`src/rtl/mcop_pkg.sv`:
```
// Shared types, constants and helpers of the Monte Carlo option pricer.
`default_nettype none
package mcop_pkg;

	localparam int PRICE_BITS_DEF  = 32;
	localparam int SAMPLE_BITS_DEF = 16;
	localparam int ADDR_BITS       = 5;
	localparam int SUM_BITS        = 52;
	localparam int RECIP_SHIFT     = 37;

	localparam logic [31:0] RST_START    = 32'd6553600;
	localparam logic [31:0] RST_STRIKE   = 32'd6553600;
	localparam logic [31:0] RST_DRIFT    = 32'd127826;
	localparam logic [30:0] RST_VOL      = 31'd13527870;
	localparam logic [15:0] RST_STEPS    = 16'd252;
	localparam logic [19:0] RST_PATHS    = 20'd10000;
	localparam logic [31:0] RST_DISCOUNT = 32'd4085499268;
	localparam logic        RST_IS_PUT   = 1'b1;

	typedef enum logic [2:0] {
		REG_START_PRICE = 3'd0,
		REG_STRIKE      = 3'd1,
		REG_DRIFT       = 3'd2,
		REG_VOL         = 3'd3,
		REG_STEPS       = 3'd4,
		REG_PATHS       = 3'd5,
		REG_DISCOUNT    = 3'd6,
		REG_IS_PUT      = 3'd7
	} reg_idx_t;

	typedef struct packed {
		logic [31:0]        start_price;
		logic [31:0]        strike;
		logic signed [31:0] drift;
		logic [30:0]        vol;
		logic [15:0]        steps;
		logic [19:0]        paths;
		logic [31:0]        discount;
		logic               is_put;
	} cfg_t;

	// One classified draw: exponent in Q.30 and where it falls in the run.
	typedef struct packed {
		logic signed [31:0] x30;
		logic               end_path;
		logic               end_run;
	} qent_t;

	// ceil(2^37 / k) for the Horner divisors; k of one bypasses the multiply.
	function automatic logic [RECIP_SHIFT-1:0] recip(input logic [3:0] k);
		logic [RECIP_SHIFT-1:0] r;
		unique case (k)
			4'd2:    r = 37'd68719476736;
			4'd3:    r = 37'd45812984491;
			4'd4:    r = 37'd34359738368;
			4'd5:    r = 37'd27487790695;
			4'd6:    r = 37'd22906492246;
			4'd7:    r = 37'd19634136211;
			4'd8:    r = 37'd17179869184;
			4'd9:    r = 37'd15270994831;
			4'd10:   r = 37'd13743895348;
			default: r = 37'd0;
		endcase
		return r;
	endfunction

endpackage
`default_nettype wire

```
`src/rtl/mcop_queue.sv`:
```
// Four-entry queue of classified draws between front and back.
`default_nettype none
module mcop_queue (
	input  wire logic            clk,
	input  wire logic            arst_n,
	input  wire logic            push,
	input  wire mcop_pkg::qent_t wdata,
	output logic                 full,
	input  wire logic            pop,
	output logic                 empty,
	output mcop_pkg::qent_t      rdata
);

	mcop_pkg::qent_t mem_q [4];
	logic [1:0] wptr_q;
	logic [1:0] rptr_q;
	logic [2:0] cnt_q;

	assign full  = cnt_q == 3'd4;
	assign empty = cnt_q == 3'd0;
	assign rdata = mem_q[rptr_q];

	always_ff @(posedge clk) begin
		if (push) begin
			mem_q[wptr_q] <= wdata;
		end
	end

	always_ff @(posedge clk or negedge arst_n) begin
		if (!arst_n) begin
			wptr_q <= 2'd0;
			rptr_q <= 2'd0;
			cnt_q  <= 3'd0;
		end else begin
			if (push) begin
				wptr_q <= wptr_q + 2'd1;
			end
			if (pop) begin
				rptr_q <= rptr_q + 2'd1;
			end
			if (push && !pop) begin
				cnt_q <= cnt_q + 3'd1;
			end else if (pop && !push) begin
				cnt_q <= cnt_q - 3'd1;
			end
		end
	end

endmodule
`default_nettype wire

```
`config.mk`:
```
export PLATFORM = sky130hd
export DESIGN_NAME = mcop_queue
export DESIGN_NICKNAME = d
export VERILOG_FILES = /design/src/rtl/mcop_pkg.sv /design/src/rtl/mcop_queue.sv
export SDC_FILE = /design/constraint.sdc
export NUM_CORES = 1
export LEC_CHECK = 0
export BUFFER_PORTS_ARGS = -buffer_cell sky130_fd_sc_hd__buf_2
export CAP_MARGIN = 30
export CORE_MARGIN = 1.5
export CORE_UTILIZATION = 59
export CTS_BUF_LIST = sky130_fd_sc_hd__clkbuf_8
export CTS_CLUSTER_DIAMETER = 100
export CTS_CLUSTER_SIZE = 40
export DETAILED_ROUTE_END_ITERATION = 10
export PLACE_DENSITY = 0.91
export SETUP_SLACK_MARGIN = 0.1
export SYNTH_ARGS = -nofsm -noshare
export SYNTH_HDL_FRONTEND = slang
export SYNTH_SLANG_ARGS = --single-unit
```
`constraint.sdc`:
```
create_clock -name clk -period 2.45 [get_ports clk]
set_input_delay 0.245 -clock clk [delete_from_list [all_inputs] [get_ports clk]]
set_output_delay 0.245 -clock clk [all_outputs]
set_load 0.01 [all_outputs]
```
Word level (Yosys, flattened, before mapping)
Memory sizes are Yosys's and may differ from the RTL's.
Index checks and enable logic that the tools add are counted.
- flip-flop bits (word level): 7
- bits in latches: 0
- memory bits (writable): 136
- ROM bits: 0
- input port bits: 38
- output and inout port bits: 36
- word-level logic and storage cells: 19
- memories: 1
- add/subtract/negate cells: 4
- multipliers: 0
- divide/modulo/power cells: 0
- magnitude comparators: 0
- eq/ne operators: 1
- shift operators: 0
- multiplexer cells: 4
- bitwise operators: 0
- reduce and logical (&&, ||, !) cells: 6
- memories (name ; depth ; bits a word ; rd ports ; clocked after Yosys merged registers in ; write ports ; RTL line ; RTL):
    mem_q ; 4 ; 34 ; 1 ; 0 ; 1 ; mcop_queue.sv:14 ; mcop_pkg::qent_t mem_q [4];
- operator list (operator ; number):
    $mux 3 ; 2
    $add 2x1->2 const B ; 2
    $add 3x1->3 const B ; 1
    $eq 3x3->1 const B ; 1
    $logic_not 3->1 ; 1
    $sub 3x1->3 const B ; 1
    $logic_and 1x1->1 ; 2
    $logic_not 1->1 ; 2
    $mux 1 ; 2
    $reduce_bool 2->1 ; 1

Longest topological paths before layout
- word-level depth: 4
- gate-level depth with buffers: 7
- depth with buffers taken out: 7

Least setup slack after synthesis
OpenSTA, ideal clock, no wires.
- kind: reg-to-reg
- start: register wptr_q[0]
- end: memory mem_q[2][0] (netlist name) (enable)
- setup time: 394 ps
- arrival time: 1449 ps
- required time: 2056 ps
- path slack: 606 ps
- cell stages (with the launch flop): 4
- buffers on the path: 0
- clock period less this slack: 1844 ps
- cells stage by stage: dfrtp_1 -> inv_1 -> ha_1 -> and2_1
- RTL lines (item ; RTL line ; RTL):
    start: declaration ; mcop_queue.sv:15 ; logic [1:0] wptr_q;
    start signal: assignment ; mcop_queue.sv:36 ; wptr_q <= wptr_q + 2'd1;
    end: declaration ; mcop_queue.sv:14 ;
Straight into the memory's write port.

==> results by group <==
Route
  – Final Routed Wirelength: between 8000 and 9000 um
  – Routed len/inst: 20.0 um
  – Drt first-iter violations: 123
  – DRC: 0
  – DR pass1 iterations: 4
  – Via density: about 5.7
  – Vias: 2475
  – Detail Route Antenna Nets: 0

Place
  – Placed insts: around 400
  – DP HPWL: between 5000 and 6000 um
  – Final Wtd Congestion: 0.710
  – Dpl ws: 0.469 ns
  – I/O Buffers: 73

Clock tree
  – CTS HTree Levels: 4
  – Worst-case clock buffer depth: 2
  – Total CTS buffers: 17
  – Clock slew at reported path FFs: approximately 0.08 ns
  – Root Buffer: clkbuf_8
  – CTS tree: done
  – Total clock sinks: 143
  – Clock Latency Late Sink: between 0.4 and 0.5 ns

Global route
  – First-pass GRT wire length: roughly 13000 um
  – GRT Overall Usage: a little under a fifth
  – Initial antenna violation count: 0
  – Number of global-route vias before repair: roughly 2600
  – GR Overflow Total: 0
  – Largest net degree at the start of global routing: 30

STA
  – Final hold vios: 0
  – RSZ-0062 raised after global routing: false
  – Total negative slack: 0 ns
  – Final period utilization: about nine tenths
  – Slew headroom: 65.1%
  – Max Fclk: 0.461 GHz
  – Crit path time final: approximately 2.2 ns
  – Max-slew violations: 0
  – Setup Viol. Count Final: 0
  – Slew @ Worst Pin: ~0.52 ns
  – Final Skew: around 0.012 ns
  – Final WS setup: roughly 0.28 ns

Power and ir drop
  – Clk pwr share: 24.4%
  – Int Power: 5.25 mW
  – Pwr Density: 1160 nW/um2
  – Maximum vdd drop: around 0.00063 V
  – LEAKAGE: 2.27 nW
  – Gate power share: roughly 29%
  – Switching Share: 29.0%
  – Switching power total: about 2.1 mW
  – Sequential share of power: a little under half

Floorplanning
  – Die X-Extent: 98.3 um
  – Die ar.: 9660 um2
  – Die H: a little under 100 um
  – Core area: around 8800 um2
  – FP Rows: 34
  – Starting density of the core: between 60% and 70%
  – Boundary pin count: 74

Synthesis
  – Synthesized area: 5350 um2
  – Syn Area/Cell: about 25 um2
  – Yosys warns: 0
  – Cells after Synth: approximately 210
  – Post-synthesis cell type count: 19
  – Synth Net Count: around 260
  – Flops & latches, synth: between 100 and 150
  – Seq/Total Area, Yosys: about four fifths

Hold path
  – Hold WC Path Type: in2reg

Setup path
  – Crit path max-delay cell type: mux4_1
  – Data arrival, critical path: 1.93 ns
  – CP Cell Sequence: buf_4 > mux4_1 > buf_2
  – Cell family with most CP delay: multiplexers
  – Slowest stage delay, CP: ~0.56 ns
  – CP Data Required Time: 2.20 ns
  – Buf/Inv on CP: 2
  – Critical path class: reg2out
  – Worst Path Max Fanout: 14
  – Crit. End Element: primary output
  – Critical Path Start Type: register

Final layout
  – Commonest non-fill, non-tap cells in the layout: 136 x edfxtp_1, 73 x buf_2, 28 x mux4_2
  – Most common cell after layout, fill and taps aside: edfxtp_1
  – Synthesis-to-layout area growth: 19.0%
  – Nets: between 300 and 400
  – Final core occ: 72.7%
  – Layout fillers: 508
  – Post-layout instance count excluding filler cells: about 440
  – Layout cells sized above 1: a little under half
  – Ant. Diodes: 0

Status
  – Status: completed

Job
  – Max cap viols: 0
layer usage:
metal / global-route usage [%] / vias up / routed length (um)
met5: 0 / - / 0
met4: 6.18 / 0 / 89
met3: 6.80 / 9 / 458
met1: 24.2 / 1280 / 3740
li1: - / 1103 / -
met2: 31.0 / 83 / 4410
synthesized netlist by cell type:
master	count	area share, %
buf_2	4	0.37
nor3_1	1	0.093
mux4_1	6	2.9
dfrtp_1	7	3.3
xnor2_1	2	0.33
mux4_2	28	12
ha_1	5	1.2
buf_6	1	0.21
fa_1	1	0.37
nor3b_1	1	0.14
nand2_1	2	0.14
nor2_1	1	0.070
and2_1	4	0.47
mux2_2	1	0.21
o21ai_0	1	0.093
inv_1	4	0.28
xor2_1	4	0.65
buf_12	3	1.1
edfxtp_1	136	76
cell type report:
cell class / count / area, um2 / share of cell area [%]
clock buffers: 17 / 234 / 3.67
clock inverters: 15 / 164 / 2.57
inverters: 4 / 15.0 / 0.236
multi-input cells: 57 / 993 / 15.6
flip-flops and latches: 143 / 4260 / 67.0
well taps: 108 / 135 / 2.12
repair buffers: 92 / 563 / 8.84
kinds of logic (layout without fill, tap and decap cells):
kind of cell	after synthesis	in the layout	synth area share, %
DFF	143	143	79.6
buffers and inverters	12	128	1.99
adders and majority gates	6	6	1.54
AOI/OAI and AO/OA	1	1	0.0934
and+or+nand+nor	9	9	0.911
muxes	35	35	14.9
xor gates and xnor gates	6	6	0.982
power groups by stage:
| stage | Sequential (mW) | Combinational (mW) | Clock [mW] |
|---|---|---|---|
| after floorplan | 3.36 | 1.51 | 0 |
| after global placement | 3.46 | 2.03 | 0 |
| after detailed placement | 3.50 | 2.06 | 0 |
| after CTS | 3.45 | 2.06 | 1.84 |
| after global routing | 3.46 | 2.33 | 1.94 |
| final | 3.41 | 2.17 | 1.80 |
registers in the layout (all words and copies together) (netlist names):
name	flops
wptr_q	2
mem_q	136
rptr_q	2
cnt_q	3
through the flow:
step / area [um2] / hold WS [ns] / total power, mW
floorplan: 5350 / -0.0506 / 4.87
global placement: 5880 / 0.0840 / 5.49
detailed placement: 5880 / 0.0919 / 5.56
CTS: 6290 / 0.00563 / 7.36
global route: 6370 / 0.00350 / 7.72
finish: 6370 / 0.0310 / 7.39
timing repair:
action | 4_1_cts | 5_1_grt
hold buffers | 1 | 1
endpoints found under the hold margin | 7 | 3
endpoints found under the setup margin | 21 | 10
resized for setup | 1 | 0
buffers inserted | 0 | 9
worst paths after layout:
path	slack (ns)	endpoint	depth (start not counted)	start
worst max-delay path	0.28	rdata[30]	3	rptr_q[0]
worst min-delay path	0.03	mem_q[1][8]	1	wdata[8]
worst max register to register	0.76	mem_q[2][26]	4	wptr_q[0]
worst min register to register	0.50	cnt_q[2]	1	cnt_q[2]
max in group asynchronous	2.06	rptr_q[0]	2	arst_n
min in group asynchronous	0.20	wptr_q[1]	2	arst_n
(Power assumes the default switching activity.)
