$ cat config.mk
export PLATFORM = sky130hd
export DESIGN_NAME = mcop_front
export DESIGN_NICKNAME = d
export VERILOG_FILES = /design/src/rtl/mcop_pkg.sv /design/src/rtl/mcop_front.sv
export SDC_FILE = /design/constraint.sdc
export NUM_CORES = 2
export LEC_CHECK = 0
export ABC_AREA = 1
export BUFFER_PORTS_ARGS = -buffer_cell sky130_fd_sc_hd__buf_2
export CAP_MARGIN = 20
export CORE_MARGIN = 2
export CORE_UTILIZATION = 60
export CTS_BUF_LIST = sky130_fd_sc_hd__clkbuf_4
export DETAILED_ROUTE_END_ITERATION = 12
export PLACE_DENSITY_LB_ADDON = 0.05
export SLEW_MARGIN = 20
export SYNTH_ARGS = -nofsm -noshare
export SYNTH_HDL_FRONTEND = slang
export SYNTH_SLANG_ARGS = --single-unit
$ cat constraint.sdc
create_clock -name clk -period 12.3 [get_ports clk]
set_input_delay 2.46 -clock clk [delete_from_list [all_inputs] [get_ports clk]]
set_output_delay 2.46 -clock clk [all_outputs]
set_load 0.01 [all_outputs]
$ cat src/rtl/mcop_pkg.sv
// Shared types, constants and helpers of the Monte Carlo option pricer.
`default_nettype none
package mcop_pkg;

	localparam int PRICE_BITS_DEF  = 32;
	localparam int SAMPLE_BITS_DEF = 16;
	localparam int ADDR_BITS       = 5;
	localparam int SUM_BITS        = 52;
	localparam int RECIP_SHIFT     = 37;

	localparam logic [31:0] RST_START    = 32'd6553600;
	localparam logic [31:0] RST_STRIKE   = 32'd6553600;
	localparam logic [31:0] RST_DRIFT    = 32'd127826;
	localparam logic [30:0] RST_VOL      = 31'd13527870;
	localparam logic [15:0] RST_STEPS    = 16'd252;
	localparam logic [19:0] RST_PATHS    = 20'd10000;
	localparam logic [31:0] RST_DISCOUNT = 32'd4085499268;
	localparam logic        RST_IS_PUT   = 1'b1;

	typedef enum logic [2:0] {
		REG_START_PRICE = 3'd0,
		REG_STRIKE      = 3'd1,
		REG_DRIFT       = 3'd2,
		REG_VOL         = 3'd3,
		REG_STEPS       = 3'd4,
		REG_PATHS       = 3'd5,
		REG_DISCOUNT    = 3'd6,
		REG_IS_PUT      = 3'd7
	} reg_idx_t;

	typedef struct packed {
		logic [31:0]        start_price;
		logic [31:0]        strike;
		logic signed [31:0] drift;
		logic [30:0]        vol;
		logic [15:0]        steps;
		logic [19:0]        paths;
		logic [31:0]        discount;
		logic               is_put;
	} cfg_t;

	// One classified draw: exponent in Q.30 and where it falls in the run.
	typedef struct packed {
		logic signed [31:0] x30;
		logic               end_path;
		logic               end_run;
	} qent_t;

	// ceil(2^37 / k) for the Horner divisors; k of one bypasses the multiply.
	function automatic logic [RECIP_SHIFT-1:0] recip(input logic [3:0] k);
		logic [RECIP_SHIFT-1:0] r;
		unique case (k)
			4'd2:    r = 37'd68719476736;
			4'd3:    r = 37'd45812984491;
			4'd4:    r = 37'd34359738368;
			4'd5:    r = 37'd27487790695;
			4'd6:    r = 37'd22906492246;
			4'd7:    r = 37'd19634136211;
			4'd8:    r = 37'd17179869184;
			4'd9:    r = 37'd15270994831;
			4'd10:   r = 37'd13743895348;
			default: r = 37'd0;
		endcase
		return r;
	endfunction

endpackage
`default_nettype wire

$ cat src/rtl/mcop_front.sv
// Front end: takes draws, forms the clamped exponent and marks path/run ends.
`default_nettype none
module mcop_front #(
	parameter int SAMPLE_BITS = mcop_pkg::SAMPLE_BITS_DEF
) (
	input  wire logic                   clk,
	input  wire logic                   arst_n,
	input  wire mcop_pkg::cfg_t         cfg,
	input  wire logic                   sample_valid,
	output logic                        sample_stall,
	input  wire logic [SAMPLE_BITS-1:0] normal_sample,
	input  wire logic                   q_full,
	output logic                        q_push,
	output mcop_pkg::qent_t             q_data
);

	localparam int PW = 32 + SAMPLE_BITS;
	localparam int XW = ((PW > 44) ? PW : 44) + 1;
	localparam logic signed [XW-1:0] XMAX = XW'(64'sd4398046511104);
	localparam logic signed [XW-1:0] XMIN = -XMAX;
	localparam logic signed [XW-1:0] XHALF = XW'(64'sd2048);

	logic                 valid_s1;
	logic signed [PW-1:0] prod_s1;
	logic                 end_path_s1;
	logic                 end_run_s1;
	logic [15:0]          step_q;
	logic [19:0]          path_q;

	logic                 accept;
	logic [16:0]          step_nx;
	logic [20:0]          path_nx;
	logic [16:0]          steps_eff;
	logic [20:0]          paths_eff;
	logic                 end_path;
	logic                 end_run;
	logic signed [XW-1:0] x_sum;
	logic signed [XW-1:0] x_cl;
	logic signed [XW-1:0] x_rnd;

	assign q_push       = valid_s1 && !q_full;
	assign sample_stall = valid_s1 && q_full;
	assign accept       = sample_valid && !sample_stall;

	assign steps_eff = (cfg.steps == 16'd0) ? 17'd1 : {1'b0, cfg.steps};
	assign paths_eff = (cfg.paths == 20'd0) ? 21'd1 : {1'b0, cfg.paths};
	assign step_nx   = {1'b0, step_q} + 17'd1;
	assign path_nx   = {1'b0, path_q} + 21'd1;
	assign end_path  = step_nx >= steps_eff;
	assign end_run   = end_path && (path_nx >= paths_eff);

	// Exponent: drift*2^12 + vol*z, clamp to +-1.0 in Q.42, round half up to Q.30.
	assign x_sum = (XW'(cfg.drift) <<< 12) + XW'(prod_s1);
	assign x_cl  = (x_sum > XMAX) ? XMAX : ((x_sum < XMIN) ? XMIN : x_sum);
	assign x_rnd = (x_cl + XHALF) >>> 12;

	assign q_data.x30      = x_rnd[31:0];
	assign q_data.end_path = end_path_s1;
	assign q_data.end_run  = end_run_s1;

	always_ff @(posedge clk or negedge arst_n) begin
		if (!arst_n) begin
			valid_s1 <= 1'b0;
			step_q   <= 16'd0;
			path_q   <= 20'd0;
		end else begin
			if (accept) begin
				valid_s1 <= 1'b1;
				if (end_path) begin
					step_q <= 16'd0;
					path_q <= end_run ? 20'd0 : path_nx[19:0];
				end else begin
					step_q <= step_nx[15:0];
				end
			end else if (q_push) begin
				valid_s1 <= 1'b0;
			end
		end
	end

	always_ff @(posedge clk) begin
		if (accept) begin
			prod_s1     <= $signed({1'b0, cfg.vol}) * $signed(normal_sample);
			end_path_s1 <= end_path;
			end_run_s1  <= end_run;
		end
	end

endmodule
`default_nettype wire

== After elaboration in Yosys (flattened, before gate mapping) ==
Cells that the tools add are included.

* Muxes and demuxes: 8
* $lt $le $gt $ge: 4
* Multiply operators: 1
* Reduce and logical (&&, ||, !) cells: 10
* Add/subtract/negate cells: 4

{| class="wikitable"
|+ Operator list
! operator !! count
|-
| 44-bit two-way mux || 2
|-
| 44-bit by 48-bit adder with 49-bit output || 1
|-
| 49-bit by 44-bit > comparator with 1-bit output, second input constant || 1
|-
| 49-bit by 43-bit less-than comparator with 1-bit output, second input constant || 1
|-
| 32-bit by 16-bit multiplier with 48-bit output || 1
|-
| 44-bit by 13-bit adder with 44-bit output, second input constant || 1
|-
| 20-bit two-way mux || 2
|-
| 16-bit two-way mux || 2
|-
| 20-bit by 1-bit adder with 21-bit output, second input constant || 1
|-
| 21-bit by 20-bit >= comparator with 1-bit output || 1
|-
| 20-bit logical NOT || 1
|-
| 16-bit by 1-bit adder with 17-bit output, second input constant || 1
|-
| 17-bit by 16-bit >= comparator with 1-bit output || 1
|-
| 16-bit logical NOT || 1
|-
| 1-bit logical AND || 4
|-
| 1-bit logical NOT || 2
|-
| 1-bit two-way mux || 2
|-
| 2-bit AND reduction || 1
|-
| 2-bit nonzero test || 1
|}

* Input port bits: 216
* Output and inout bits: 36
* Bits in registers: 87
* Word-level logic and storage cells: 33

== Depth between registers and ports, before layout ==
* Depth in word-level cells: 5
* Gate-level depth with buffers: 34
* Gate-level depth less buffers: 31

== Worst setup path before layout ==
OpenSTA, ideal clock, no wires.

* Path type: input to output
* Start: input cfg[100] in the netlist's numbering
* End: output q_data[23] in the netlist's numbering
* Stages: 33
* Data required time: 9.840 ns
* Slack: 3.850 ns
* Path buffers: 3
* Data arrival time: 5.990 ns
* Path through: ha_1 -> inv_1 -> fa_1 -> inv_1 -> nand2_1 -> a21oi_2 -> nand2_1 -> nand2_2 -> nand2_1 -> nand2_1 -> nand2_1 -> nand2_2 -> nand2_1 -> nor2_1 -> nand2_1 -> nor2_1 -> nand3_1 -> nand2_1 -> buf_6 -> buf_6 -> nand2_1 -> buf_2 -> nor2_1 -> ha_1 -> inv_1 -> nor2_1 -> nand3_2 -> nor2_2 -> nand2_1 -> nor2_2 -> nand2_1 -> nand2_1 -> nand2_1

{| class="wikitable"
|+ RTL lines
! element !! line !! text
|-
| start: declaration || mcop_front.sv:8 || <nowiki>input wire mcop_pkg::cfg_t cfg,</nowiki>
|-
| end: declaration || mcop_front.sv:14 || <nowiki>output mcop_pkg::qent_t q_data</nowiki>
|}

==> flow_summary.json <==
{
  "min_to": "valid_s1$_DFFE_PN0P_",
  "setup_tns_ns": 0,
  "cts_inserted_buffers": 9,
  "ios": 252,
  "critPathKind": "in -> out",
  "cp_max_fo": 56,
  "synth-compound-area-share_pct": 5.78,
  "post_cts_buffers": 0,
  "postCtsHoldBufs": 0,
  "grt_pass1_wl_um": 116000,
  "dr.first_iter.drc_count": 1699,
  "slowest_stage": "nand2_1",
  "clkTransAtPathRegs_ns": 0.18,
  "finalSetupViolCount": 0,
  "muxShareOfSynthArea_pct": 0,
  "rr_worst_depth": 20,
  "clockBufferDepth": 2,
  "holdPathStages": 2,
  "drive_above_1_share_pct": 6.69,
  "grt_overflow": 0,
  "cp_common_cell": "nand2_1",
  "dieArea_sq_um": 45500,
  "chipHeight_um": 213,
  "min_path_type": "reg -> reg",
  "yosysMostFrequentCell": "inv_1",
  "holdCritStartpoint": "valid_s1$_DFFE_PN0P_",
  "grt_use_total_pct": 32.5,
  "maxSlewViolCount": 0,
  "clock.fmax_mhz": 97.5,
  "synthTopCellsByCount": "inv_1, nand2_1, fa_1",
  "end_kind": "primary output",
  "synth_top_area_share_pct": 30.8,
  "synth_largest_area_cell": "fa_1",
  "io_buffers": 154,
  "fin_skew_ns": 0.0392,
  "synth-seq-cells": 87,
  "fill_cells": 4061,
  "slowest_delay_ns": 0.49,
  "grt_pass1_vias": 23334,
  "cp.required_ns": 9.84,
  "synth_top_family_by_area": "adder cells",
  "drt-pass1-iter-count": 6,
  "drcViolationCount": 0,
  "die_w_um": 213,
  "finalCritPeriodShare_pct": 83.4,
  "antenna_found_initial": 2,
  "synth_fp_nets": 4575,
  "reg2reg_to": "path_q[7]$_DFFE_PN0P_",
  "ys.flop_type": "edfxtp_1",
  "synth-xor-area-share_pct": 3.22,
  "synth_fa_ha_area_share_pct": 41.6,
  "std_cell_rows": 76,
  "synthSimpleGateAreaFrac_pct": 23.5,
  "syn_avg_cell_area_sq_um": 7.05,
  "status": "finished clean",
  "start_kind": "input pin",
  "area.growth.synth_to_final_pct": 4.50,
  "rsz0062_at_grt": "no",
  "rr_startpoint": "path_q[0]$_DFFE_PN0P_",
  "syn_area_sq_um": 26300,
  "synth.distinct_cells": 54,
  "drt-vias-per-instance": 5.31,
  "vias": 23178,
  "fin_nets": 4623,
  "cts_sinks": 87,
  "start_util_pct": 60.9,
  "gp_congestion": 0.958,
  "period_needed_ns": 10.25,
  "core_sq_um": 43200,
  "r2r_setup_slack_ns": 7.41,
  "ys_seq_area_share_pct": 9.23,
  "synth_edf_count": 50,
  "synth.top_cells.by_area": "fa_1, inv_1, nand2_1",
  "cts_tree": "yes",
  "antenna_left": 0,
  "arrival_ns": 7.79,
  "htreeDepth": 3,
  "cts_root_buffer": "clkbuf_4",
  "clock_latency_ns": 0.52,
  "wire_per_inst_um": 16.4,
  "ys_warn_count": 0,
  "post_cts_resized": 0,
  "drv_cap": 0,
  "dp_hpwl_um": 58800,
  "totalWireLength_um": 71400,
  "worstSetupStartpoint": "cfg[100]",
  "final-hold-violation-count": 0,
  "grt_max_degree": 84,
  "ys_async_sr_fraction_pct": 42.5,
  "syn_inst": 3727,
  "tightest_slew_ns": 0.936,
  "slew_headroom_pct": 37.3
}
[critical path, delay by kind of cell]
kind | cells | cell delay, ns
AOI/OAI and AO/OA | 1 | 0.27
and+or+nand+nor | 23 | 3.07
buffers and inverters | 6 | 1.04
adders and majority gates | 3 | 0.93
[kinds of logic (layout without fill, tap and decap cells)]
| logic type | after synthesis | count (layout) |
|---|---|---|
| AO/OA/AOI/OAI | 258 | 258 |
| XOR/XNOR | 95 | 95 |
| adder cells (fa/ha/maj) | 632 | 632 |
| buffers and inverters | 1156 | 1209 |
| flip-flops | 87 | 87 |
| other | 0 | 1 |
| AND/OR/NAND/NOR | 1499 | 1499 |
[through the flow]
stage               utilization [%]  area, sq um  setup WS (ns)  hold WS (ns)  cells
floorplan                         -        26300           3.85         0.456   3727
global placement               63.3        27300           2.10         0.487   4349
detailed placement             63.3        27300           2.14         0.500   4349
CTS                            63.6        27500           2.14         0.539   4365
global route                   63.6        27500           1.54         0.588   4366
finish                         63.6        27500           2.05         0.533   4366
[routing by layer]
| layer | wire, um | global-route usage (%) | vias to the layer above |
|---|---|---|---|
| li1 | - | - | 11066 |
| met1 | 30200 | 44.2 | 11071 |
| met2 | 33700 | 54.5 | 903 |
| met3 | 5660 | 4.98 | 136 |
| met4 | 1860 | 9.22 | 2 |
| met5 | 13 | 0 | - |
[area by class of cell]
| type | count | area [sq um] | share of cell area, % |
|---|---|---|---|
| multi-input cells | 2484 | 19500 | 70.9 |
| repair buffers | 158 | 801 | 2.91 |
| clock inverters | 7 | 70.1 | 0.255 |
| flip-flops and latches | 87 | 2430 | 8.83 |
| clock buffers | 9 | 67.6 | 0.246 |
| well taps | 585 | 732 | 2.66 |
| inverters | 1035 | 3880 | 14.1 |
| diodes | 1 | 2.50 | 0.00911 |
[flip-flops by register name, summed over array words and instances, names as in the netlist]
name	count
prod_s1	48
path_q	20
step_q	16
end_path_s1	1
end_run_s1	1
valid_s1	1
[worst max path at each step]
stage	slack [ns]	end
floorplan	3.85	q_data[23]
global placement	2.10	q_data[23]
detailed placement	2.14	q_data[23]
CTS	2.14	q_data[23]
global route	1.54	q_data[23]
finish	2.05	q_data[23]
[layout by cell type (no fill, tap or decap), types with 7 or more instances in the layout]
cell	count
nand3_1	138
o21ai_0	59
xnor2_1	28
nand3b_1	8
a21oi_1	115
a21oi_2	13
nand4_1	38
nor2_1	232
dfrtp_1	37
a31oi_1	14
nand2_2	11
xor2_1	65
inv_2	7
fa_1	405
or2_2	10
inv_1	1027
o21bai_1	8
o21a_1	8
o22ai_1	10
nor4_1	12
nor2_2	22
nor3_1	22
ha_1	227
buf_2	154
clkbuf_4	9
nand2_1	991
edfxtp_1	50
Power is left out: the tool's default activity adds up to more than one toggle a clock period on the data nets, which glitch-free logic cannot reach.
