===== config.mk =====
export PLATFORM = sky130hd
export DESIGN_NAME = mcop_regs
export DESIGN_NICKNAME = d
export VERILOG_FILES = /design/src/rtl/mcop_pkg.sv /design/src/rtl/mcop_regs.sv
export SDC_FILE = /design/constraint.sdc
export NUM_CORES = 1
export LEC_CHECK = 0
export BUFFER_PORTS_ARGS = -buffer_cell sky130_fd_sc_hd__buf_2
export CORE_AREA = 4 4 194 102
export DETAILED_ROUTE_END_ITERATION = 8
export DIE_AREA = 0 0 198 106
export PLACE_DENSITY = 0.88
export SLEW_MARGIN = 20
export SYNTH_ARGS = -nofsm -noshare
export SYNTH_HDL_FRONTEND = slang
export SYNTH_SLANG_ARGS = --single-unit

===== constraint.sdc =====
create_clock -name clk -period 1.5 [get_ports clk]
set_input_delay 0.15 -clock clk [delete_from_list [all_inputs] [get_ports clk]]
set_output_delay 0.15 -clock clk [all_outputs]
set_load 0.1 [all_outputs]

===== src/rtl/mcop_pkg.sv =====
// Shared types, constants and helpers of the Monte Carlo option pricer.
`default_nettype none
package mcop_pkg;

	localparam int PRICE_BITS_DEF  = 32;
	localparam int SAMPLE_BITS_DEF = 16;
	localparam int ADDR_BITS       = 5;
	localparam int SUM_BITS        = 52;
	localparam int RECIP_SHIFT     = 37;

	localparam logic [31:0] RST_START    = 32'd6553600;
	localparam logic [31:0] RST_STRIKE   = 32'd6553600;
	localparam logic [31:0] RST_DRIFT    = 32'd127826;
	localparam logic [30:0] RST_VOL      = 31'd13527870;
	localparam logic [15:0] RST_STEPS    = 16'd252;
	localparam logic [19:0] RST_PATHS    = 20'd10000;
	localparam logic [31:0] RST_DISCOUNT = 32'd4085499268;
	localparam logic        RST_IS_PUT   = 1'b1;

	typedef enum logic [2:0] {
		REG_START_PRICE = 3'd0,
		REG_STRIKE      = 3'd1,
		REG_DRIFT       = 3'd2,
		REG_VOL         = 3'd3,
		REG_STEPS       = 3'd4,
		REG_PATHS       = 3'd5,
		REG_DISCOUNT    = 3'd6,
		REG_IS_PUT      = 3'd7
	} reg_idx_t;

	typedef struct packed {
		logic [31:0]        start_price;
		logic [31:0]        strike;
		logic signed [31:0] drift;
		logic [30:0]        vol;
		logic [15:0]        steps;
		logic [19:0]        paths;
		logic [31:0]        discount;
		logic               is_put;
	} cfg_t;

	// One classified draw: exponent in Q.30 and where it falls in the run.
	typedef struct packed {
		logic signed [31:0] x30;
		logic               end_path;
		logic               end_run;
	} qent_t;

	// ceil(2^37 / k) for the Horner divisors; k of one bypasses the multiply.
	function automatic logic [RECIP_SHIFT-1:0] recip(input logic [3:0] k);
		logic [RECIP_SHIFT-1:0] r;
		unique case (k)
			4'd2:    r = 37'd68719476736;
			4'd3:    r = 37'd45812984491;
			4'd4:    r = 37'd34359738368;
			4'd5:    r = 37'd27487790695;
			4'd6:    r = 37'd22906492246;
			4'd7:    r = 37'd19634136211;
			4'd8:    r = 37'd17179869184;
			4'd9:    r = 37'd15270994831;
			4'd10:   r = 37'd13743895348;
			default: r = 37'd0;
		endcase
		return r;
	endfunction

endpackage
`default_nettype wire


===== src/rtl/mcop_regs.sv =====
// Configuration register file behind the APB-style port.
`default_nettype none
module mcop_regs (
	input  wire logic                           clk,
	input  wire logic                           arst_n,
	input  wire logic                           psel,
	input  wire logic                           penable,
	input  wire logic                           pwrite,
	input  wire logic [mcop_pkg::ADDR_BITS-1:0] paddr,
	input  wire logic [31:0]                    pwdata,
	output logic [31:0]                         prdata,
	output logic                                pready,
	output mcop_pkg::cfg_t                      cfg
);

	mcop_pkg::cfg_t   cfg_q;
	mcop_pkg::reg_idx_t idx;

	assign idx    = mcop_pkg::reg_idx_t'(paddr[4:2]);
	assign pready = 1'b1;
	assign cfg    = cfg_q;

	always_ff @(posedge clk or negedge arst_n) begin
		if (!arst_n) begin
			cfg_q.start_price <= mcop_pkg::RST_START;
			cfg_q.strike      <= mcop_pkg::RST_STRIKE;
			cfg_q.drift       <= mcop_pkg::RST_DRIFT;
			cfg_q.vol         <= mcop_pkg::RST_VOL;
			cfg_q.steps       <= mcop_pkg::RST_STEPS;
			cfg_q.paths       <= mcop_pkg::RST_PATHS;
			cfg_q.discount    <= mcop_pkg::RST_DISCOUNT;
			cfg_q.is_put      <= mcop_pkg::RST_IS_PUT;
		end else if (psel && penable && pwrite) begin
			unique case (idx)
				mcop_pkg::REG_START_PRICE: cfg_q.start_price <= pwdata;
				mcop_pkg::REG_STRIKE:      cfg_q.strike      <= pwdata;
				mcop_pkg::REG_DRIFT:       cfg_q.drift       <= pwdata;
				mcop_pkg::REG_VOL:         cfg_q.vol         <= pwdata[30:0];
				mcop_pkg::REG_STEPS:       cfg_q.steps       <= pwdata[15:0];
				mcop_pkg::REG_PATHS:       cfg_q.paths       <= pwdata[19:0];
				mcop_pkg::REG_DISCOUNT:    cfg_q.discount    <= pwdata;
				mcop_pkg::REG_IS_PUT:      cfg_q.is_put      <= pwdata[0];
			endcase
		end
	end

	always_comb begin
		unique case (idx)
			mcop_pkg::REG_START_PRICE: prdata = cfg_q.start_price;
			mcop_pkg::REG_STRIKE:      prdata = cfg_q.strike;
			mcop_pkg::REG_DRIFT:       prdata = cfg_q.drift;
			mcop_pkg::REG_VOL:         prdata = {1'b0, cfg_q.vol};
			mcop_pkg::REG_STEPS:       prdata = {16'd0, cfg_q.steps};
			mcop_pkg::REG_PATHS:       prdata = {12'd0, cfg_q.paths};
			mcop_pkg::REG_DISCOUNT:    prdata = cfg_q.discount;
			mcop_pkg::REG_IS_PUT:      prdata = {31'd0, cfg_q.is_put};
		endcase
	end

endmodule
`default_nettype wire


# Word level (Yosys, flattened, before mapping)

Index checks and enable logic that the tools add are counted.

Input bits: 42
Flip-flop bits (word level): 196
Output and inout bits: 229
Logic and storage cells: 27

Eq/ne operators: 7
Reduce and logical (&&, ||, !) cells: 11
Muxes and demuxes: 1

Operators by type and width:

| kind                                           | number |
|---|---|
| one-hot mux 32 bit (8 select lines)            | 1 |
| AND reduction 2 bit                            | 8 |
| == test 3 bit (second input constant)          | 4 |
| == test 3 x 2 -> 1 bit (second input constant) | 2 |
| == test 3 x 1 -> 1 bit (second input constant) | 1 |
| zero test 3 bit                                | 1 |
| logical AND 1 bit                              | 2 |

# Depth between registers and ports, before layout

Gate-level depths: netlist (run 1).

Depth after elaboration: 3
Mapped depth: 7
Mapped depth without buffers: 4

# Worst setup path before layout (run 1)

OpenSTA, ideal clock, no wires.

Path type: register -> output
From: reg cfg_q, in the netlist cfg[135]
To: out prdata[3]
Required time: 1.350 ns
Setup slack: -2.237 ns
Buffers on the path: 0
Arrival time: 3.587 ns
Stages on the path, launching flop included: 5
Cells stage by stage: dfrtp_1 mux2i_1 nor2_1 a21oi_1 a221oi_1

Word-level cells in the longest chain between the ends: 1

RTL lines:

| what                                | RTL line        | text |
|---|---|---|
| start, declared                     | mcop_regs.sv:16 | `mcop_pkg::cfg_t cfg_q;` |
| one-hot mux 32 bit (8 select lines) | mcop_regs.sv:48 | `unique case (idx)` |
| end, declared                       | mcop_regs.sv:11 | `output logic [31:0] prdata,` |

No other way between the ends.

# Worst setup path after layout (run 1)

From: reg cfg_q, in the netlist cfg[73]
To: out prdata[4]

The elaborated chain is that of the path after synthesis.

==> reports/metrics.cfg, run 1 <==
[placement]
gp_congestion = 0.8607
place_hpwl_um = 23160
place_area_sq_um = 13600
preCtsSetupSlack_ns = -0.2744
port_buffers = 267

[yosys]
ys_seq_area_share_pct = 54.11
netlist_instances = 678
synth.avg_cell_area_sq_um = 13.57
yosysMostFrequentCell = mux2_2
yosysWarnings = 0
synth_area_leaders = dfrtp_1 38%, mux2_2 20%, dfstp_2 17%
synth_top_area_share_pct = 37.54
synth.distinct_cells = 41
async_reset_ff_share_pct = 100.0
ys_seq_elements = 196
yosysTopAreaCell = dfrtp_1
synth_flop_cell = dfrtp_1
synth_area_sq_um = 9199
synth_common_cells = 161 x mux2_2, 138 x dfrtp_1, 58 x dfstp_2
synth_edf_count = 0
synth_fp_nets = 720

[cells_and_area]
largest_reg_flops = 196
utilization_pct = 83.43
fin_nets = 1106
area_growth_pct = 63.63
final_area_sq_um = 15050
diodes = 0
drive_gt1_share_pct = 82.45
fillerInstances = 881

[route]
ant_nets = 0
vias = 7756
route.detailed.drc = 0
drt-initial-drc-count = 581
wl_per_cell_um = 26.48
drt_first_pass_iters = 5
finalWirelength_um = 34870
viasPerCell = 5.889

[power]
p_leak_nw = 6.649
p_per_area_nw_per_um2 = 1839
max-vdd-ir-drop_mv = 1.777
finalPower_mw = 27.67

[clock_network]
clkTransAtPathRegs_ns = 0.08
htreeDepth = 4
worstSkewPairLatency_ns = 0.42
cts_sinks = 196
clock_path_buffers = 2
tritoncts = yes
cts_made_buffers = 17
root_buffer = clkbuf_16

[run]
max-cap-violations = 0

[grt]
grt_util_met1_pct = 42.06
grt_max_degree = 61
use_met2_pct = 50.95
grt_pass1_vias = 8326
grt_overflow = 0
antenna_found_initial = 0
grt_pass1_wl_um = 51070
top_usage_layer = met2
track_usage_pct = 31.74
globalRouteMet3Util_pct = 9.151

[timing]
max_slew_margin_pct = 61.59
finalWorstSetupSlack_ns = -0.5355
max_clock_freq_ghz = 0.4913
slew_viol_final = 0
finClkSkew_ns = 0
hold_viol_final = 0
rsz0062_at_grt = true
fin_crit_ns = 2.035
finalSetupViolations = 35
period_share_pct = 135.7
tightest_slew_ns = 0.5761

[hold_path]
min_path_type = in -> reg
holdPathEnd = cfg[125]
whs_path_depth = 2
worstHoldStart = pwdata[25]

[floorplanning]
rows = 35
start_util_pct = 50.98
fp.dieW_um = 198
io_pins = 271
die_h_um = 106
coreArea_sq_um = 18040
die_area_sq_um = 20990

[worst_setup_path]
crit_type = reg -> out
r2r_slack_ns = 0.45
cp_max_fo = 2
reg2reg_to = cfg[80]
rr_startpoint = cfg[80]
ff2ff_path_depth = 3
worstPathArrival_ns = 1.89
end_kind = primary output
cp-start-kind = flop
worst_ep_required_time_ns = 1.35

[run_status]
outcome = finished with violations
violations = setup timing

[cells by family (layout without fill, tap and decap cells)]
kind of cell | count (synthesis) | count (layout) | synth area share (%)
compound gates | 94 | 94 | 7.168
buf+inv | 53 | 452 | 3.917
flops | 196 | 196 | 54.11
mux | 245 | 245 | 29.47
other cells | 1 | 1 | 0.04077
simple gates | 89 | 89 | 5.291
[power breakdown]
group	internal, mW	switching, mW
logic	4.02	11.1
registers	6.93	1.04
clock network	2.26	2.27
total	13.2	14.5
[cells in the final DEF (no fill, tap or decap), types with 3 or more instances in the layout]
cell type      synthesis  layout
inv_1                  5       4
a221oi_2               0       3
o21ai_0               19       6
dfrtp_4                0      40
nand2_1               19      14
mux2i_2                0       6
dfrtp_1              138       6
buf_12                 0      97
buf_4                 18     102
dfstp_4                0      42
a211o_1                6       6
nand2_2                0       3
mux2_2               161     159
mux2_1                36      36
mux2i_4                0       6
buf_6                 11      37
nand2b_1               4       3
inv_8                  0       5
a22oi_1                5       4
nor2b_1               10       9
a21oi_2                0       8
a22o_1                 7       7
mux2i_1               47      35
dfstp_2               58      16
clkbuf_4               0      10
nor2_4                 3       8
a221oi_4               0       5
clkbuf_16              0      17
nor2_2                 1       6
a21oi_4                0      11
o21ai_1                0       3
dlygate4sd3_1          0       9
o21ai_2                0       8
a2111oi_0              6       3
nor2_1                41      31
o2bb2ai_4              0      11
clkinv_4               0       3
inv_6                  0       3
dfrtp_2                0      92
buf_2                  9     159
[what timing repair did]
action | in CTS | in global routing
hold buffers | 9 | 0
setup buffers | 29 | 18
gates cloned | 0 | 0
pin swaps | 36 | 38
endpoints found under the setup margin | 58 | 71
resized for setup | 89 | 71
hold endpoints to repair | 46 | 0
[critical path: stages, from the launching register on]
cell and delay (ns):
dfstp_4 0.62, mux2i_1 0.10, nor2_2 0.16, a21oi_2 0.07, a221oi_4 0.30, buf_12 0.22
[worst max-delay path by stage]
stage	startpoint	endpoint	cells after the start
finish	cfg[73]	prdata[4]	5
global route	cfg[72]	prdata[3]	5
CTS	cfg[73]	prdata[4]	5
detailed placement	paddr[3]	prdata[8]	8
global placement	paddr[2]	prdata[8]	7
floorplan	cfg[82]	prdata[13]	4
[per-stage QoR]
| step | setup TNS [ns] | hold slack (ns) | std cells |
|---|---|---|---|
| after floorplan | -8.188 | -0.1456 | 678 |
| after global placement | -17.28 | 0.1947 | 1242 |
| after detailed placement | -23.80 | 0.1989 | 1242 |
| after CTS | -10.82 | 0.0008497 | 1309 |
| after global routing | -12.55 | 0.01686 | 1317 |
| final | -10.64 | 0.01900 | 1317 |
[area by class of cell]
type	count	area (sq um)	share of cell area [%]
Clock buffer	18	439.2	2.918
Clock inverter	14	137.6	0.9144
Inverter	5	18.77	0.1247
Multi-Input combinational cell	429	4657	30.94
Sequential cell	196	5400	35.88
Tap cell	240	300.3	1.995
Timing Repair Buffer	415	4099	27.23
[layer usage]
metal / routed length [um] / part of all wire (%) / vias to the layer above
li1: - / - / 3233
met1: 14280 / 41 / 4035
met2: 16630 / 48 / 420
met3: 3190 / 9.1 / 68
met4: 770 / 2.2 / 0
met5: 0 / 0 / -
(Power assumes the default switching activity.)
==> inputs of run 2 (changes only) <==
CELL_PAD_IN_SITES_DETAIL_PLACEMENT = 2   (was not set)
CELL_PAD_IN_SITES_GLOBAL_PLACEMENT = 2   (was not set)
CORE_AREA = 4 4 238 124   (was 4 4 194 102)
DIE_AREA = 0 0 242 128   (was 0 0 198 106)
==> reports/metrics.cfg, run 2 (synthesis gave the netlist of run 1 again) <==
[run_status]
outcome = finished with violations
violations = setup timing

[clock_network]
root_buffer = clkbuf_16
tritoncts = yes
clkTransAtPathRegs_ns = 0.08
worstSkewPairLatency_ns = 0.45
clock_path_buffers = 2
cts_sinks = 196
htreeDepth = 4
cts_made_buffers = 17

[floorplanning]
fp.dieW_um = 242
die_area_sq_um = 30980
rows = 43
start_util_pct = 33.66
die_h_um = 128
coreArea_sq_um = 27330
io_pins = 271

[worst_setup_path]
cp-start-kind = flop
critPathBufInv = 1
crit_type = reg -> out
crit_family = flip-flops
worst_ep_required_time_ns = 1.35
crit_slowest_cell = dfstp_4
crit_chain = mux2i_1 -> nor2_1 -> a21oi_1 -> a221oi_4 -> buf_12
crit_path_max_incr_delay_ns = 0.63
end_kind = primary output
cp_max_fo = 2
worstPathArrival_ns = 1.95

[power]
p_leak_nw = 6.776
max-vdd-ir-drop_mv = 1.000
p_per_area_nw_per_um2 = 1846

[route]
viasPerCell = 5.354
route.detailed.drc = 0
drt_first_pass_iters = 4
drt-initial-drc-count = 423
finalWirelength_um = 47240
wl_per_cell_um = 32.49
vias = 7785
ant_nets = 0

[grt]
grt_max_degree = 51
antenna_found_initial = 1
grt_pass1_vias = 9094
track_usage_pct = 29.28
grt_overflow = 0
grt_pass1_wl_um = 66720

[timing]
tightest_slew_ns = 0.5732
finalSetupViolations = 63
slew_viol_final = 0
max_slew_margin_pct = 62.05
rsz0062_at_grt = true
period_share_pct = 140.0
finClkSkew_ns = 0
finalWorstSetupSlack_ns = -0.5996
max_clock_freq_ghz = 0.4763
hold_viol_final = 0
fin_crit_ns = 2.100

[cells_and_area]
layout_common_cells = 160 x mux2_2, 130 x buf_2, 113 x buf_4, 104 x buf_12, 92 x dfrtp_2
drive_gt1_share_pct = 84.08
fin_nets = 1122
largest_reg_flops = 196
area_growth_pct = 70.33
fillerInstances = 2445
final_common_cell = mux2_2
utilization_pct = 57.33

[run]
max-cap-violations = 0

[placement]
preCtsSetupSlack_ns = -0.3784
place_hpwl_um = 30010
gp_congestion = 0.7834
port_buffers = 267

[hold_path]
min_path_type = in -> reg

[run 2: repair_timing]
item / in CTS / in global routing
pin swaps: 34 / 41
endpoints found under the setup margin: 68 / 92
hold endpoints to repair: 157 / 0
gates resized for setup: 123 / 114
hold buffers: 12 / 0
buffers inserted: 34 / 39
[run 2: power by group]
group	internal, mW	switching (mW)	leakage (nW)	total (mW)
logic	4.36	11.5	4.27	15.9
clock network	2.63	2.24	0.289	4.87
registers	6.94	1.22	2.22	8.16
total	13.9	15.0	6.78	28.9
[run 2: final timing paths]
path	startpoint	endpoint	cells past startpoint	slack [ns]
worst max-delay path	cfg[74]	prdata[5]	5	-0.60
max in group asynchronous	arst_n	cfg[116]	3	0.64
worst min-delay path	pwdata[7]	cfg[8]	2	0.02
worst max register to register	cfg[74]	cfg[74]	4	0.31
worst min register to register	cfg[21]	cfg[21]	1	0.51
min in group asynchronous	arst_n	cfg[14]	2	0.17
[run 2: layer usage]
metal / wire length (um) / vias to the layer above / share of wire (%) / global-route usage, %
li1: - / 3258 / - / -
met1: 19950 / 4217 / 42 / 36.09
met2: 23960 / 244 / 51 / 51.41
met3: 2108 / 66 / 4.5 / 6.520
met4: 1219 / 0 / 2.6 / 9.922
met5: 0 / - / 0 / 0
[run 2: metrics by stage]
| step | setup TNS (ns) | cells | hold WS [ns] | area (sq um) | total power [mW] |
|---|---|---|---|---|---|
| 2_1_floorplan | -8.188 | 678 | -0.1456 | 10180 | 18.47 |
| 3_5_place_dp | -40.84 | 1367 | 0.09328 | 13900 | 22.66 |
| 3_3_place_gp | -29.24 | 1367 | 0.08875 | 13900 | 22.19 |
| 6_report | -13.10 | 1454 | 0.01716 | 15670 | 28.93 |
| 4_1_cts | -13.47 | 1438 | 0.001618 | 15200 | 28.26 |
| 5_1_grt | -16.11 | 1454 | 0.007541 | 15670 | 29.72 |
[run 2: area by class of cell]
type | count | area (sq um) | area share, %
antenna | 1 | 2.502 | 0.01597
multi-input combinational | 429 | 4773 | 30.46
clock buffer | 23 | 488.0 | 3.114
sequential | 196 | 5400 | 34.46
timing repair buffer | 431 | 4432 | 28.28
tap | 360 | 450.4 | 2.875
inverter | 5 | 18.77 | 0.1198
clock inverter | 9 | 103.9 | 0.6628
==> inputs of run 3 (changes only) <==
PLACE_DENSITY = 0.86   (was 0.88)
clock period = 2.35 ns   (was 1.5 ns; I/O delays follow)
==> reports/metrics.cfg, run 3 (synthesis gave the netlist of run 1 again) <==
[grt]
track_usage_pct = 22.89
grt_overflow = 0
grt_max_degree = 60
antenna_found_initial = 2
grt_pass1_vias = 8054
grt_pass1_wl_um = 53560

[worst_setup_path]
startpoint = cfg[140]
r2r_slack_ns = 1.49
end_kind = primary output
cp_max_fo = 3
critPathBufInv = 2
rr_startpoint = cfg[5]
crit_type = reg -> out
crit_chain = mux2i_1 -> nor3b_1 -> a2111oi_0 -> buf_4 -> nor2_4 -> buf_12
worst_ep_required_time_ns = 2.12
reg2reg_to = cfg[5]
crit_path_max_incr_delay_ns = 0.48
ff2ff_path_depth = 1
worst-path-stages = 6
crit_slowest_cell = a2111oi_0
cp-start-kind = flop
crit_family = compound AO/OA/AOI/OAI gates
worstPathArrival_ns = 1.97

[power]
p_int_mw = 7.650
netSwitchingPower_mw = 8.748
p_per_area_nw_per_um2 = 1304
p_seq_share_pct = 29.3
combPwrFrac_pct = 50.9
max-vdd-ir-drop_mv = 0.7571
swShare_pct = 53.35
power.clock.fraction_pct = 19.8
p_leak_nw = 5.932

[floorplanning]
io_pins = 271
coreArea_sq_um = 27330
start_util_pct = 33.66
rows = 43
die_h_um = 128
die_area_sq_um = 30980
fp.dieW_um = 242

[timing]
hold_viol_final = 0
max_clock_freq_ghz = 0.4544
slew_viol_final = 0
period_share_pct = 93.65
finalSetupViolations = 0
rsz0062_at_grt = false
tns_ns = 0
fin_crit_ns = 2.201
tightest_slew_ns = 0.6362
max_slew_margin_pct = 57.58
finClkSkew_ns = 0

[route]
route.detailed.drc = 0
drt_first_pass_iters = 4
ant_nets = 0
wl_per_cell_um = 26.27
viasPerCell = 5.232
vias = 6979
drt-initial-drc-count = 273
finalWirelength_um = 35050

[clock_network]
clock_path_buffers = 2
cts_made_buffers = 17
htreeDepth = 4
root_buffer = clkbuf_16
tritoncts = yes
cts_sinks = 196
worstSkewPairLatency_ns = 0.44
clkTransAtPathRegs_ns = 0.07
cts_resized = 0

[cells_and_area]
largest_reg_flops = 196
drive_gt1_share_pct = 62.69
fillerInstances = 2702
final_area_sq_um = 12570
area_growth_pct = 36.70
layout_common_cells = 232 x buf_2, 161 x mux2_2, 128 x dfrtp_1, 58 x dfstp_2, 47 x mux2i_1
fin_nets = 1002
final_common_cell = buf_2

[placement]
place_area_sq_um = 11920
gp_congestion = 0.7847
place_hpwl_um = 25680
port_buffers = 267

[run]
max-cap-violations = 0

[hold_path]
min_path_type = in -> reg
holdPathEnd = cfg[163]
whs_path_depth = 3
worstHoldStart = pwdata[31]

[run_status]
outcome = finished, final reports clean

run 3: cell types whose count changed in the layout (fill, tap and decap cells not counted), moves of 49 or more:
cell     change
buf_2      +102
dfrtp_2     -82
buf_4       -80
dfrtp_1    +122
buf_12      -60
buf_6       -49
run 3: repair_timing:
item / 4_1_cts / 5_1_grt
setup buffers: 0 / 0
hold buffers: 1 / 0
hold endpoints to repair: 39 / 0
run 3: metrics by stage:
stage               power, mW  setup slack [ns]  instances  hold slack, ns  util, %
finish                  16.40            0.1493       1334         0.04305    46.01
detailed placement      13.22            0.2658       1300          0.2593    43.63
floorplan               11.40           -0.3908        678        -0.06059        -
global placement        13.01            0.3289       1300          0.2614    43.63
global route            16.99           0.04889       1334         0.05686    46.01
CTS                     16.56           0.08057       1333         0.01290    46.00
run 3: worst max path at each step:
stage / slack (ns) / to
after floorplan: -0.39 / prdata[21]
after global placement: 0.33 / prdata[12]
after detailed placement: 0.27 / prdata[8]
after CTS: 0.08 / prdata[8]
after global routing: 0.05 / prdata[8]
final: 0.15 / prdata[8]
run 3: cell type report:
type / count / area [sq um] / area share [%]
diodes: 1 / 2.502 / 0.01990
clock buffers: 20 / 436.7 / 3.473
clock inverters: 12 / 201.4 / 1.602
inverters: 5 / 18.77 / 0.1493
multi-input cells: 429 / 4161 / 33.09
flip-flops and latches: 196 / 4990 / 39.68
well taps: 360 / 450.4 / 3.582
repair buffers: 311 / 2313 / 18.40
run 3: layer usage:
metal / track usage [%] / share of wire, %
met1: 29.93 / 45
met2: 37.56 / 47
met3: 6.102 / 5.9
met4: 7.092 / 2.0
met5: 0 / 0.037
run 3: power groups by stage:
stage	Combinational [mW]	Clock (mW)	Sequential (mW)
2_1_floorplan	1.79	0	9.62
3_3_place_gp	8.23	0	4.78
3_5_place_dp	8.37	0	4.85
4_1_cts	8.40	3.35	4.80
5_1_grt	8.58	3.50	4.91
6_report	8.34	3.25	4.80
